==> src/kst_pkg.sv <==
// Package with the shared types and constants of the keyed set table.
`timescale 1ns / 1ps

package kst_pkg;

    // Fixed field widths of the transfer ports.
    localparam int KEY_W       = 32;
    localparam int EXT_HANDLE_W = 16;
    localparam int COUNT_OUT_W = 5;

    // Operation codes carried by the kind field.
    typedef enum logic [1:0] {
        KIND_ADD    = 2'd0,
        KIND_REMOVE = 2'd1,
        KIND_LOOKUP = 2'd2,
        KIND_POP    = 2'd3
    } t_kind;

    // Result status codes.
    typedef enum logic [2:0] {
        ST_DONE      = 3'd0,
        ST_PRESENT   = 3'd1,
        ST_NOT_FOUND = 3'd2,
        ST_EMPTY     = 3'd3,
        ST_FULL      = 3'd4
    } t_status;

    // Controller states.
    typedef enum logic [2:0] {
        S_IDLE,
        S_DECODE,
        S_SCAN,
        S_POP_DATA,
        S_MOVE,
        S_RESP
    } t_state;

    // Commands from the controller to the datapath.
    typedef struct packed {
        logic    load;        // capture the input transfer and restart the scan
        logic    scan_step;   // issue the next scan read
        logic    rd_last;     // read the entry in the last occupied slot
        logic    dec_count;   // drop the entry count by one
        logic    append;      // write the new entry after the last one
        logic    move_wr;     // write the read entry into the found slot
        logic    take_data;   // latch the read entry as the result
        logic    set_status;  // latch the status below
        t_status status;
        logic    out_load;    // move the result into the output register
    } t_cmd;

    // Status from the datapath to the controller.
    typedef struct packed {
        t_kind kind;
        logic  count_zero;
        logic  full;
        logic  hit;
        logic  miss;
        logic  out_free;
    } t_sts;

endpackage

==> src/kst_ctrl.sv <==
// Controller state machine that sequences each operation of the keyed set table.
`timescale 1ns / 1ps

module kst_ctrl (
    input  logic          i_clk,
    input  logic          i_rst_n,
    input  logic          i_in_valid,
    output logic          o_in_stall,
    input  kst_pkg::t_sts i_sts,
    output kst_pkg::t_cmd o_cmd
);

    kst_pkg::t_state r_state;
    kst_pkg::t_state n_state;

    // State register.
    always_ff @(posedge i_clk) begin
        if (!i_rst_n) begin
            r_state <= kst_pkg::S_IDLE;
        end else begin
            r_state <= n_state;
        end
    end

    // Input transfers are taken only while no operation is in progress.
    assign o_in_stall = (r_state != kst_pkg::S_IDLE);

    // Next state and commands.
    always_comb begin
        n_state = r_state;
        o_cmd   = '0;
        o_cmd.status = kst_pkg::ST_DONE;
        unique case (r_state)
            kst_pkg::S_IDLE: begin
                if (i_in_valid) begin
                    o_cmd.load = 1'b1;
                    n_state    = kst_pkg::S_DECODE;
                end
            end
            kst_pkg::S_DECODE: begin
                if (i_sts.kind == kst_pkg::KIND_POP) begin
                    if (i_sts.count_zero) begin
                        o_cmd.set_status = 1'b1;
                        o_cmd.status     = kst_pkg::ST_EMPTY;
                        n_state          = kst_pkg::S_RESP;
                    end else begin
                        o_cmd.rd_last   = 1'b1;
                        o_cmd.dec_count = 1'b1;
                        n_state         = kst_pkg::S_POP_DATA;
                    end
                end else begin
                    o_cmd.scan_step = 1'b1;
                    n_state         = kst_pkg::S_SCAN;
                end
            end
            kst_pkg::S_SCAN: begin
                priority if (i_sts.hit) begin
                    o_cmd.set_status = 1'b1;
                    n_state          = kst_pkg::S_RESP;
                    unique case (i_sts.kind)
                        kst_pkg::KIND_ADD: begin
                            o_cmd.status = kst_pkg::ST_PRESENT;
                        end
                        kst_pkg::KIND_REMOVE: begin
                            o_cmd.take_data = 1'b1;
                            o_cmd.dec_count = 1'b1;
                            o_cmd.rd_last   = 1'b1;
                            n_state         = kst_pkg::S_MOVE;
                        end
                        default: begin
                            o_cmd.take_data = 1'b1;
                        end
                    endcase
                end else if (i_sts.miss) begin
                    o_cmd.set_status = 1'b1;
                    n_state          = kst_pkg::S_RESP;
                    if (i_sts.kind == kst_pkg::KIND_ADD) begin
                        if (i_sts.full) begin
                            o_cmd.status = kst_pkg::ST_FULL;
                        end else begin
                            o_cmd.append = 1'b1;
                        end
                    end else begin
                        o_cmd.status = kst_pkg::ST_NOT_FOUND;
                    end
                end else begin
                    o_cmd.scan_step = 1'b1;
                end
            end
            kst_pkg::S_POP_DATA: begin
                o_cmd.take_data  = 1'b1;
                o_cmd.set_status = 1'b1;
                n_state          = kst_pkg::S_RESP;
            end
            kst_pkg::S_MOVE: begin
                o_cmd.move_wr = 1'b1;
                n_state       = kst_pkg::S_RESP;
            end
            kst_pkg::S_RESP: begin
                if (i_sts.out_free) begin
                    o_cmd.out_load = 1'b1;
                    n_state        = kst_pkg::S_IDLE;
                end
            end
            default: begin
                n_state = kst_pkg::S_IDLE;
            end
        endcase
    end

endmodule

==> src/kst_dp.sv <==
// Datapath of the keyed set table: entry memory, count, scan pointer and result registers.
`timescale 1ns / 1ps

module kst_dp #(
    parameter int CAPACITY    = 16,
    parameter int HANDLE_BITS = 16
) (
    input  logic                                   i_clk,
    input  logic                                   i_rst_n,
    input  kst_pkg::t_cmd                          i_cmd,
    output kst_pkg::t_sts                          o_sts,
    input  logic [1:0]                             i_kind,
    input  logic signed [kst_pkg::KEY_W-1:0]       i_key,
    input  logic [kst_pkg::EXT_HANDLE_W-1:0]       i_entry_handle,
    input  logic                                   i_out_stall,
    output logic                                   o_out_valid,
    output logic [2:0]                             o_status,
    output logic signed [kst_pkg::KEY_W-1:0]       o_out_key,
    output logic [kst_pkg::EXT_HANDLE_W-1:0]       o_out_handle,
    output logic [kst_pkg::COUNT_OUT_W-1:0]        o_entry_count
);

    localparam int AW     = (CAPACITY > 1) ? $clog2(CAPACITY) : 1;
    localparam int CW     = $clog2(CAPACITY + 1);
    localparam int WORD_W = kst_pkg::KEY_W + HANDLE_BITS;

    // Entry memory: key in the upper bits, handle in the lower bits.
    logic [WORD_W-1:0]               r_mem [CAPACITY];
    logic [WORD_W-1:0]               r_rd_data;

    logic [CW-1:0]                   r_count;
    logic [CW-1:0]                   r_idx;
    logic                            r_rd_vld;
    logic [AW-1:0]                   r_rd_idx;
    logic [AW-1:0]                   r_slot;
    kst_pkg::t_kind                  r_kind;
    logic [kst_pkg::KEY_W-1:0]       r_key;
    logic [HANDLE_BITS-1:0]          r_handle;

    kst_pkg::t_status                r_res_status;
    logic [kst_pkg::KEY_W-1:0]       r_res_key;
    logic [HANDLE_BITS-1:0]          r_res_handle;

    logic                            r_out_vld;
    kst_pkg::t_status                r_out_status;
    logic [kst_pkg::KEY_W-1:0]       r_out_key;
    logic [kst_pkg::EXT_HANDLE_W-1:0] r_out_handle;
    logic [kst_pkg::COUNT_OUT_W-1:0] r_out_count;

    logic [CW-1:0]                   w_last;
    logic [AW-1:0]                   w_rd_addr;
    logic [HANDLE_BITS+kst_pkg::EXT_HANDLE_W-1:0] w_in_handle_ext;
    logic [HANDLE_BITS+kst_pkg::EXT_HANDLE_W-1:0] w_res_handle_ext;
    logic [CW+kst_pkg::COUNT_OUT_W-1:0]           w_count_ext;
    logic                            w_match;
    logic                            w_out_free;

    // Width adaption of the handle and the count.
    assign w_in_handle_ext  = {{HANDLE_BITS{1'b0}}, i_entry_handle};
    assign w_res_handle_ext = {{kst_pkg::EXT_HANDLE_W{1'b0}}, r_res_handle};
    assign w_count_ext      = {{kst_pkg::COUNT_OUT_W{1'b0}}, r_count};

    // Read address: the last occupied slot or the scan pointer.
    assign w_last    = r_count - CW'(1);
    assign w_rd_addr = i_cmd.rd_last ? w_last[AW-1:0] : r_idx[AW-1:0];

    // Key compare on the entry read in the previous cycle.
    assign w_match    = (r_rd_data[WORD_W-1:HANDLE_BITS] == r_key);
    assign w_out_free = !r_out_vld || !i_out_stall;

    // Status towards the controller.
    always_comb begin
        o_sts.kind       = r_kind;
        o_sts.count_zero = (r_count == '0);
        o_sts.full       = (r_count == CW'(CAPACITY));
        o_sts.hit        = r_rd_vld && w_match;
        o_sts.miss       = !r_rd_vld && (r_idx >= r_count);
        o_sts.out_free   = w_out_free;
    end

    // Entry memory with one write port and a registered read port.
    always_ff @(posedge i_clk) begin
        if (i_cmd.append) begin
            r_mem[r_count[AW-1:0]] <= {r_key, r_handle};
        end else if (i_cmd.move_wr) begin
            r_mem[r_slot] <= r_rd_data;
        end
        r_rd_data <= r_mem[w_rd_addr];
    end

    // Entry count and scan control.
    always_ff @(posedge i_clk) begin
        if (!i_rst_n) begin
            r_count  <= '0;
            r_idx    <= '0;
            r_rd_vld <= 1'b0;
        end else begin
            if (i_cmd.append) begin
                r_count <= r_count + CW'(1);
            end else if (i_cmd.dec_count) begin
                r_count <= w_last;
            end
            if (i_cmd.load) begin
                r_idx    <= '0;
                r_rd_vld <= 1'b0;
            end else if (i_cmd.scan_step) begin
                r_rd_vld <= (r_idx < r_count);
                if (r_idx < r_count) begin
                    r_idx <= r_idx + CW'(1);
                end
            end
        end
    end

    // Input capture, scan slot tracking and result registers.
    always_ff @(posedge i_clk) begin
        if (i_cmd.scan_step) begin
            r_rd_idx <= r_idx[AW-1:0];
        end
        if (i_cmd.load) begin
            r_kind       <= kst_pkg::t_kind'(i_kind);
            r_key        <= i_key;
            r_handle     <= w_in_handle_ext[HANDLE_BITS-1:0];
            r_res_key    <= '0;
            r_res_handle <= '0;
            r_res_status <= kst_pkg::ST_DONE;
        end else begin
            if (i_cmd.take_data) begin
                r_res_key    <= r_rd_data[WORD_W-1:HANDLE_BITS];
                r_res_handle <= r_rd_data[HANDLE_BITS-1:0];
                r_slot       <= r_rd_idx;
            end
            if (i_cmd.set_status) begin
                r_res_status <= i_cmd.status;
            end
        end
    end

    // Output register: holds the result until the receiver takes the transfer.
    always_ff @(posedge i_clk) begin
        if (!i_rst_n) begin
            r_out_vld <= 1'b0;
        end else if (i_cmd.out_load) begin
            r_out_vld <= 1'b1;
        end else if (!i_out_stall) begin
            r_out_vld <= 1'b0;
        end
    end

    always_ff @(posedge i_clk) begin
        if (i_cmd.out_load) begin
            r_out_status <= r_res_status;
            r_out_key    <= r_res_key;
            r_out_handle <= w_res_handle_ext[kst_pkg::EXT_HANDLE_W-1:0];
            r_out_count  <= w_count_ext[kst_pkg::COUNT_OUT_W-1:0];
        end
    end

    assign o_out_valid   = r_out_vld;
    assign o_status      = r_out_status;
    assign o_out_key     = r_out_key;
    assign o_out_handle  = r_out_handle;
    assign o_entry_count = r_out_count;

endmodule

==> src/keyed_set_table_unit.sv <==
// Top level of the keyed set table: an unordered set of keyed entries searched linearly.
// Input channel: i_in_valid / o_in_stall carry one operation (kind, key, entry handle).
// An operation is taken when valid is high and stall is low; stall stays high until
// the result of that operation has been placed in the output register.
// Output channel: o_out_valid / i_out_stall carry one result per operation (status,
// key, handle and the entry count after the operation).
// Pop reads the entry in the last occupied slot and drops the count, then latches that
// entry as the result and loads the output register. Add, remove and lookup scan the
// stored keys one memory read per cycle until a hit or a miss; remove then moves the
// last entry into the freed slot. The single read port of the entry memory sets this
// scan rate; one operation is in progress at a time, so the next input transfer can be
// taken in the cycle after the result is loaded.
// The next operation may be taken while the previous result still waits in the
// output register; a stalled receiver only holds the next result back.
// Reset clears the entry count and both valid flags; memory contents need no reset.
`timescale 1ns / 1ps

module keyed_set_table_unit #(
    parameter int CAPACITY    = 16,
    parameter int HANDLE_BITS = 16
) (
    input  logic                             i_clk,
    input  logic                             i_rst_n,
    input  logic                             i_in_valid,
    output logic                             o_in_stall,
    input  logic [1:0]                       i_kind,
    input  logic signed [kst_pkg::KEY_W-1:0] i_key,
    input  logic [kst_pkg::EXT_HANDLE_W-1:0] i_entry_handle,
    output logic                             o_out_valid,
    input  logic                             i_out_stall,
    output logic [2:0]                       o_status,
    output logic signed [kst_pkg::KEY_W-1:0] o_out_key,
    output logic [kst_pkg::EXT_HANDLE_W-1:0] o_out_handle,
    output logic [kst_pkg::COUNT_OUT_W-1:0]  o_entry_count
);

    kst_pkg::t_cmd w_cmd;
    kst_pkg::t_sts w_sts;

    // Operation sequencer.
    kst_ctrl u_ctrl (
        .i_clk      (i_clk),
        .i_rst_n    (i_rst_n),
        .i_in_valid (i_in_valid),
        .o_in_stall (o_in_stall),
        .i_sts      (w_sts),
        .o_cmd      (w_cmd)
    );

    // Storage, compare and result path.
    kst_dp #(
        .CAPACITY    (CAPACITY),
        .HANDLE_BITS (HANDLE_BITS)
    ) u_dp (
        .i_clk          (i_clk),
        .i_rst_n        (i_rst_n),
        .i_cmd          (w_cmd),
        .o_sts          (w_sts),
        .i_kind         (i_kind),
        .i_key          (i_key),
        .i_entry_handle (i_entry_handle),
        .i_out_stall    (i_out_stall),
        .o_out_valid    (o_out_valid),
        .o_status       (o_status),
        .o_out_key      (o_out_key),
        .o_out_handle   (o_out_handle),
        .o_entry_count  (o_entry_count)
    );

endmodule
==> config.mk <==
export PLATFORM = sky130hd
export DESIGN_NAME = keyed_set_table_unit
export DESIGN_NICKNAME = d
export VERILOG_FILES = /design/src/kst_pkg.sv /design/src/kst_ctrl.sv /design/src/kst_dp.sv /design/src/keyed_set_table_unit.sv
export SDC_FILE = /design/constraint.sdc
export NUM_CORES = 1
export LEC_CHECK = 0
export ABC_AREA = 1
export BUFFER_PORTS_ARGS = -buffer_cell sky130_fd_sc_hd__buf_2
export CAP_MARGIN = 20
export CORE_ASPECT_RATIO = 0.75
export CORE_MARGIN = 1
export CORE_UTILIZATION = 60
export DETAILED_ROUTE_END_ITERATION = 10
export GPL_ROUTABILITY_DRIVEN = 0
export MAX_ROUTING_LAYER = met4
export PLACE_DENSITY_LB_ADDON = 0.3
export SLEW_MARGIN = 20
export SYNTH_ARGS = -nofsm -noshare
export SYNTH_HDL_FRONTEND = slang
export SYNTH_SLANG_ARGS = --single-unit
==> constraint.sdc <==
create_clock -name i_clk -period 5.2 [get_ports i_clk]
set_clock_uncertainty 0.15 [all_clocks]
set_input_delay 1.56 -clock i_clk [delete_from_list [all_inputs] [get_ports i_clk]]
set_output_delay 1.56 -clock i_clk [all_outputs]
set_load 0.02 [all_outputs]
==> results of run 1 <==
## synthesized netlist by cell type, types with 4 or more instances
cell,n,share of area (%)
inv_2,6,0.054
clkbuf_1,61,0.54
xnor2_1,7,0.15
o21ai_0,84,1.0
buf_1,22,0.20
mux2_2,22,0.59
nand3_1,932,11
buf_2,103,1.2
o211ai_1,4,0.071
nand4_1,8,0.12
ha_1,9,0.27
a21oi_1,44,0.52
nor2_1,102,0.91
dfxtp_1,114,5.4
buf_4,8,0.14
nor3_1,5,0.059
buf_6,12,0.32
nand2_1,715,6.4
inv_1,850,7.6
edfxtp_1,882,63
## per-layer routing
layer | track usage, % | wire, µm | share of wire [%]
met4 | 9.73 | 3110 | 2.9
met1 | 42.0 | 41900 | 40
met5 | - | 0 | 0
met3 | 5.52 | 11600 | 11
met2 | 48.6 | 49500 | 47
## final timing paths
path	from	to	slack, ns	depth (start not counted)
setup / recovery	u_dp.r_count[2]	u_dp.r_mem[0][1]	1.26	13
hold / removal	u_dp.r_rd_idx[0]	u_dp.r_slot[0]	0.27	0
setup reg to reg	u_dp.r_count[2]	u_dp.r_mem[0][1]	1.26	13
hold reg to reg	u_dp.r_rd_idx[0]	u_dp.r_slot[0]	0.27	0
## logic make-up after synthesis
group / synth area share [%]
AOI/OAI and AO/OA: 1.77
xor gates and xnor gates: 0.208
adders and majority gates: 0.268
buffers and inverters: 10.1
DFF: 68.4
muxes: 0.589
and+or+nand+nor: 18.7
## stage by stage
| stage | hold WS, ns | util (%) |
|---|---|---|
| 6_report | 0.273 | 68.2 |
| 5_1_grt | 0.278 | 68.2 |
| 4_1_cts | 0.268 | 68.2 |
| 3_5_place_dp | 0.257 | 63.6 |
| 3_3_place_gp | 0.254 | 63.6 |
| 2_1_floorplan | 0.250 | - |
## power breakdown
part	leakage, nW	switching [W]	total [W]	internal (W)
sequential	8.91	0.000194	0.00982	0.00963
combinational	9.52	0.00152	0.00204	0.000518
clock	1.53	0.00296	0.00705	0.00409
## state kept, by name, indices dropped and copies added (netlist names), 16 cells and up
name / flops
u_dp.o_out_key: 32
u_dp.r_rd_data: 48
u_dp.o_out_handle: 16
u_dp.r_mem: 768
u_dp.r_key: 32
u_dp.r_res_key: 32
u_dp.r_handle: 16
u_dp.r_res_handle: 16
## cell type report
class	count	area (µm²)
well taps	935	1170
multi-input cells	1952	9290
repair buffers	173	1350
flip-flops and latches	996	28800
clock inverters	55	628
fillers	4890	21900
clock buffers	119	2530
inverters	856	3220
==> flow_summary.json, run 1 <==
{
  "leakage_nw": 20.0,
  "stdcell_count": 5086,
  "worstSkewPairLatency_ns": 0.66,
  "gr-total-overflow": 0,
  "drc": 0,
  "crit_path_max_incr_delay_ns": 0.61,
  "layout-drive-gt1-share_pct": 9.15,
  "crit_slowest_cell": "nor2_4",
  "path_buf_inv": 3,
  "ys_ff_latch": 996,
  "tightest_slew_ns": 1.11,
  "post-dp-hpwl_mm": 50.9,
  "grt_max_degree": 193,
  "finalWirelength_mm": 106,
  "diodes": 0,
  "layout_commonest_cell": "nand3_1",
  "crit_arrival_ns": 4.10,
  "powerDensity_nw_per_um2": 403,
  "crit_family": "simple AND/OR/NAND/NOR gates",
  "postRouteAntennaNets": 0,
  "synth_area_per_cell_um2": 10.5,
  "dp_slack_ns": 1.37,
  "synth_cells": 4010,
  "htreeDepth": 3,
  "die_h_um": 231,
  "post_dp_cell_area_um2": 43800,
  "clockBufferDepth": 3,
  "cts_tree": "built",
  "rows": 83,
  "synth_edf_count": 882,
  "path_max_fanout": 35,
  "floorplan.initialDensity_pct": 61.1,
  "design_power_total_w": 0.0189,
  "cts_buffers": 92,
  "critical_path.cell_chain": "inv_1, ha_1, a21oi_1, o21ai_0, nor2_1, o21ai_0, nand2_1, inv_1, nand4_1, nand2_1, nand3_1, nor2_4, buf_12",
  "min_path_type": "reg2reg",
  "final_cell_mix": "931 x nand3_1, 882 x edfxtp_1, 847 x inv_1",
  "finalNetCount": 4134,
  "syn_nets": 4073,
  "setup_slack_ns": 1.26,
  "grt_pass1_vias": 27500,
  "vdd_drop_max_v": 0.000282,
  "routedWlPerCell_um": 20.9,
  "ctsHoldBuffers": 0,
  "dr.pass1.iters": 7,
  "drv_slew": 0,
  "syn_area_um2": 42100,
  "clock-sinks": 996,
  "worstSetupEndpointType": "flip-flop",
  "setup_viol": 0,
  "root_buffer": "clkbuf_16",
  "grt_pass1_wl_mm": 162,
  "max_cap_violations": 0,
  "areaGrowthSynthToFinish_pct": 11.6,
  "status": "completed",
  "synthArstFlopShare_pct": 0,
  "post_cts_buffers": 0,
  "clock.fmax_mhz": 254,
  "post-route-min-period_ns": 3.94,
  "synth-main-ff-cell": "edfxtp_1",
  "worstSetupPathType": "reg2reg",
  "crit_required_ns": 5.35,
  "ys_seq_area_share_pct": 68.4,
  "numPortBuffers": 111,
  "track_usage_pct": 31.1,
  "fin_area_um2": 47000,
  "ctsResizeCount": 0,
  "vias": 28800,
  "fin_setup_tns_ns": 0,
  "die_w_um": 308,
  "path_clk_slew_ns": 0.06,
  "dieArea_um2": 71200,
  "antenna_found_initial": 0,
  "fin_crit_sh_pct": 75.8,
  "rsz0062_at_grt": "no",
  "via_per_inst": 5.66,
  "yosysUniqueCellTypes": 35,
  "hold_violations": 0,
  "yosysWarningCount": 0,
  "slew_headroom_pct": 26.0,
  "drt_iter0_drc": 3673,
  "ioPinCount": 112,
  "startpoint_type": "flip-flop",
  "numPlacedInstances": 4912,
  "coreArea_um2": 68900
}
No activity file was read; power rests on OpenSTA's default activity.
==> run 2, diff against run 1 <==
--- a/config.mk
+++ b/config.mk
@@ -10,7 +10,7 @@
 export CAP_MARGIN = 20
 export CORE_ASPECT_RATIO = 0.75
 export CORE_MARGIN = 1
-export CORE_UTILIZATION = 60
+export CORE_UTILIZATION = 56
 export DETAILED_ROUTE_END_ITERATION = 10
 export GPL_ROUTABILITY_DRIVEN = 0
 export MAX_ROUTING_LAYER = met4
==> constraint.sdc (replaced) <==
create_clock -name i_clk -period 3.6 [get_ports i_clk]
set_clock_uncertainty 0.15 [all_clocks]
set_input_delay 1.08 -clock i_clk [delete_from_list [all_inputs] [get_ports i_clk]]
set_output_delay 1.08 -clock i_clk [all_outputs]
set_load 0.02 [all_outputs]
==> run 2 against run 1 <==
  * Sequential power grew 45%
  * Critical path depth grew 1
  * Utilization shrank 3.1 points
  * First-iteration DRC count grew 12%
  * Final cell count grew 2.4%
  * Critical path type unchanged
  * Critical endpoint is now u_dp.r_mem[4][18]
  * Largest power group unchanged
==> flow_summary.json, run 2 (same netlist as run 1, synthesis figures left out) <==
{
  "fin_crit_sh_pct": 93.8,
  "grt_max_degree": 81,
  "r2r-start": "u_dp.r_count[1]",
  "areaGrowthSynthToFinish_pct": 14.4,
  "crit_path_max_incr_delay_ns": 0.53,
  "p_clk_share_pct": 36.8,
  "fin_setup_tns_ns": 0,
  "drv_slew": 0,
  "combPwrFrac_pct": 11.4,
  "finalNetCount": 4222,
  "track_usage_pct": 30.0,
  "worstSetupPathType": "reg2reg",
  "antenna_found_initial": 2,
  "rsz0062_at_grt": "no",
  "hp-start": "u_dp.r_rd_idx[0]",
  "fin_util_pct": 65.1,
  "gr-total-overflow": 0,
  "floorplan.initialDensity_pct": 56.9,
  "drc": 0,
  "post_cts_buffers": 0,
  "root_buffer": "clkbuf_16",
  "hold_depth": 0,
  "crit_arrival_ns": 3.54,
  "dr.pass1.iters": 6,
  "dieArea_um2": 76200,
  "cts_tree": "built",
  "status": "completed",
  "p_sw_w": 0.00685,
  "ctsHoldBuffers": 0,
  "design_power_total_w": 0.0274,
  "reg2reg_depth": 14,
  "largest-register": "u_dp.r_mem",
  "dp_slack_ns": 0.174,
  "path_clk_slew_ns": 0.06,
  "sw_frac_of_total_pct": 25.0,
  "coreArea_um2": 73900,
  "stdcell_count": 5208,
  "crit_slowest_cell": "dfxtp_1",
  "numPortBuffers": 111,
  "layout-drive-gt1-share_pct": 11.2,
  "layout_commonest_cell": "nand3_1",
  "min_path_type": "reg2reg",
  "finalWirelength_mm": 111,
  "setup_slack_ns": 0.222,
  "multi_input_area_um2": 9270,
  "vdd_drop_max_v": 0.000399,
  "largest_register_ffs": 768,
  "grtUsageMet2_pct": 45.0,
  "clockBufferDepth": 3,
  "ioPinCount": 112,
  "setup_viol": 0,
  "post-dp-hpwl_mm": 60.1,
  "leakage_nw": 20.5,
  "crit_path_start": "u_dp.r_count[1]",
  "die_h_um": 239,
  "pwr-share-seq_pct": 51.8,
  "met3_usage_pct": 4.37,
  "via_per_inst": 5.65,
  "critical_path.cell_chain": "inv_1, ha_1, nand4_1, nor2_1, nor2_1, o21ai_0, nand2_1, inv_1, nand4_1, nand2_1, nand3_1, buf_4, nor2_4, buf_4",
  "startpoint_type": "flip-flop",
  "gr-usage-met1_pct": 42.4,
  "tightest_slew_ns": 0.874,
  "grt-busiest-layer": "met2",
  "die_w_um": 318,
  "powerDensity_nw_per_um2": 570,
  "max_cap_violations": 0,
  "final_cell_mix": "931 x nand3_1, 882 x edfxtp_1, 847 x inv_1",
  "drt_iter0_drc": 4123,
  "grt_pass1_wl_mm": 167,
  "vias": 29400,
  "post-route-min-period_ns": 3.38,
  "htreeDepth": 3,
  "postRouteAntennaNets": 0,
  "nFillCells": 5503,
  "largestRegisters": "u_dp.r_mem (768), u_dp.r_rd_data (48)",
  "slew_headroom_pct": 41.7,
  "clock-sinks": 996,
  "rows": 86,
  "area.sequential_um2": 28800,
  "cts_buffers": 94,
  "grt_pass1_vias": 27500,
  "clock.fmax_mhz": 296,
  "hold_violations": 0,
  "worstSkewPairLatency_ns": 0.67,
  "routedWlPerCell_um": 21.2,
  "crit_required_ns": 3.76,
  "worstSetupEndpointType": "flip-flop",
  "path_max_fanout": 13,
  "intPower_w": 0.0206,
  "numPlacedInstances": 5031
}
run 2: changes by cell type in the layout (fill, tap and decap cells not counted), moves of 3 or more:
cell and change:
buf_12 +40, clkinv_1 -11, buf_4 +46, o21ai_1 -3, clkbuf_8 +13, o21ai_2 -3
bufinv_16 -7, inv_6 +3, o21ai_0 +6
run 2: timing repair:
action,4_1_cts,5_1_grt
hold endpoints to repair,0,0
setup endpoints to repair,0,29
gates resized for setup,0,1
run 2: area by class of cell:
class                           count  area share [%]
Sequential cell                   996            59.8
Multi-Input combinational cell   1952            19.3
Inverter                          856            6.69
Clock buffer                      134            5.73
Timing Repair Buffer              259            5.18
Tap cell                          968            2.52
Clock inverter                     42           0.824
Antenna cell                        1         0.00520
run 2: critical path: cells and delay by family, from the launching register on:
kind	cells	cell delay, ns
buffers and inverters	4	0.87
AOI/OAI and AO/OA	1	0.07
DFF	1	0.53
adders and majority gates	1	0.32
and+or+nand+nor	8	1.08
run 2: worst paths after layout:
check | slack, ns | end
setup reg to reg | 0.22 | u_dp.r_mem[4][18]
hold / removal | 0.27 | u_dp.r_slot[0]
hold reg to reg | 0.27 | u_dp.r_slot[0]
setup / recovery | 0.22 | u_dp.r_mem[4][18]
run 2: metrics by stage:
step	area (µm²)	hold slack, ns
after floorplan	42100	0.250
after global placement	45000	0.256
after detailed placement	45000	0.258
after CTS	48100	0.274
after global routing	48100	0.281
final	48100	0.272
run 2: power groups by stage:
stage	Clock (W)	Sequential [W]	Combinational (W)
floorplan	0	0.0144	0.00176
global placement	0	0.0144	0.00300
detailed placement	0	0.0144	0.00308
CTS	0.0101	0.0142	0.00310
global route	0.0106	0.0142	0.00342
finish	0.0101	0.0142	0.00313
run 2: per-layer routing:
| metal | vias up | part of all wire (%) |
|---|---|---|
| li1 | 13400 | - |
| met2 | 1729 | 45 |
| met4 | 0 | 2.8 |
| met1 | 14000 | 41 |
| met3 | 226 | 11 |
| met5 | - | 0 |
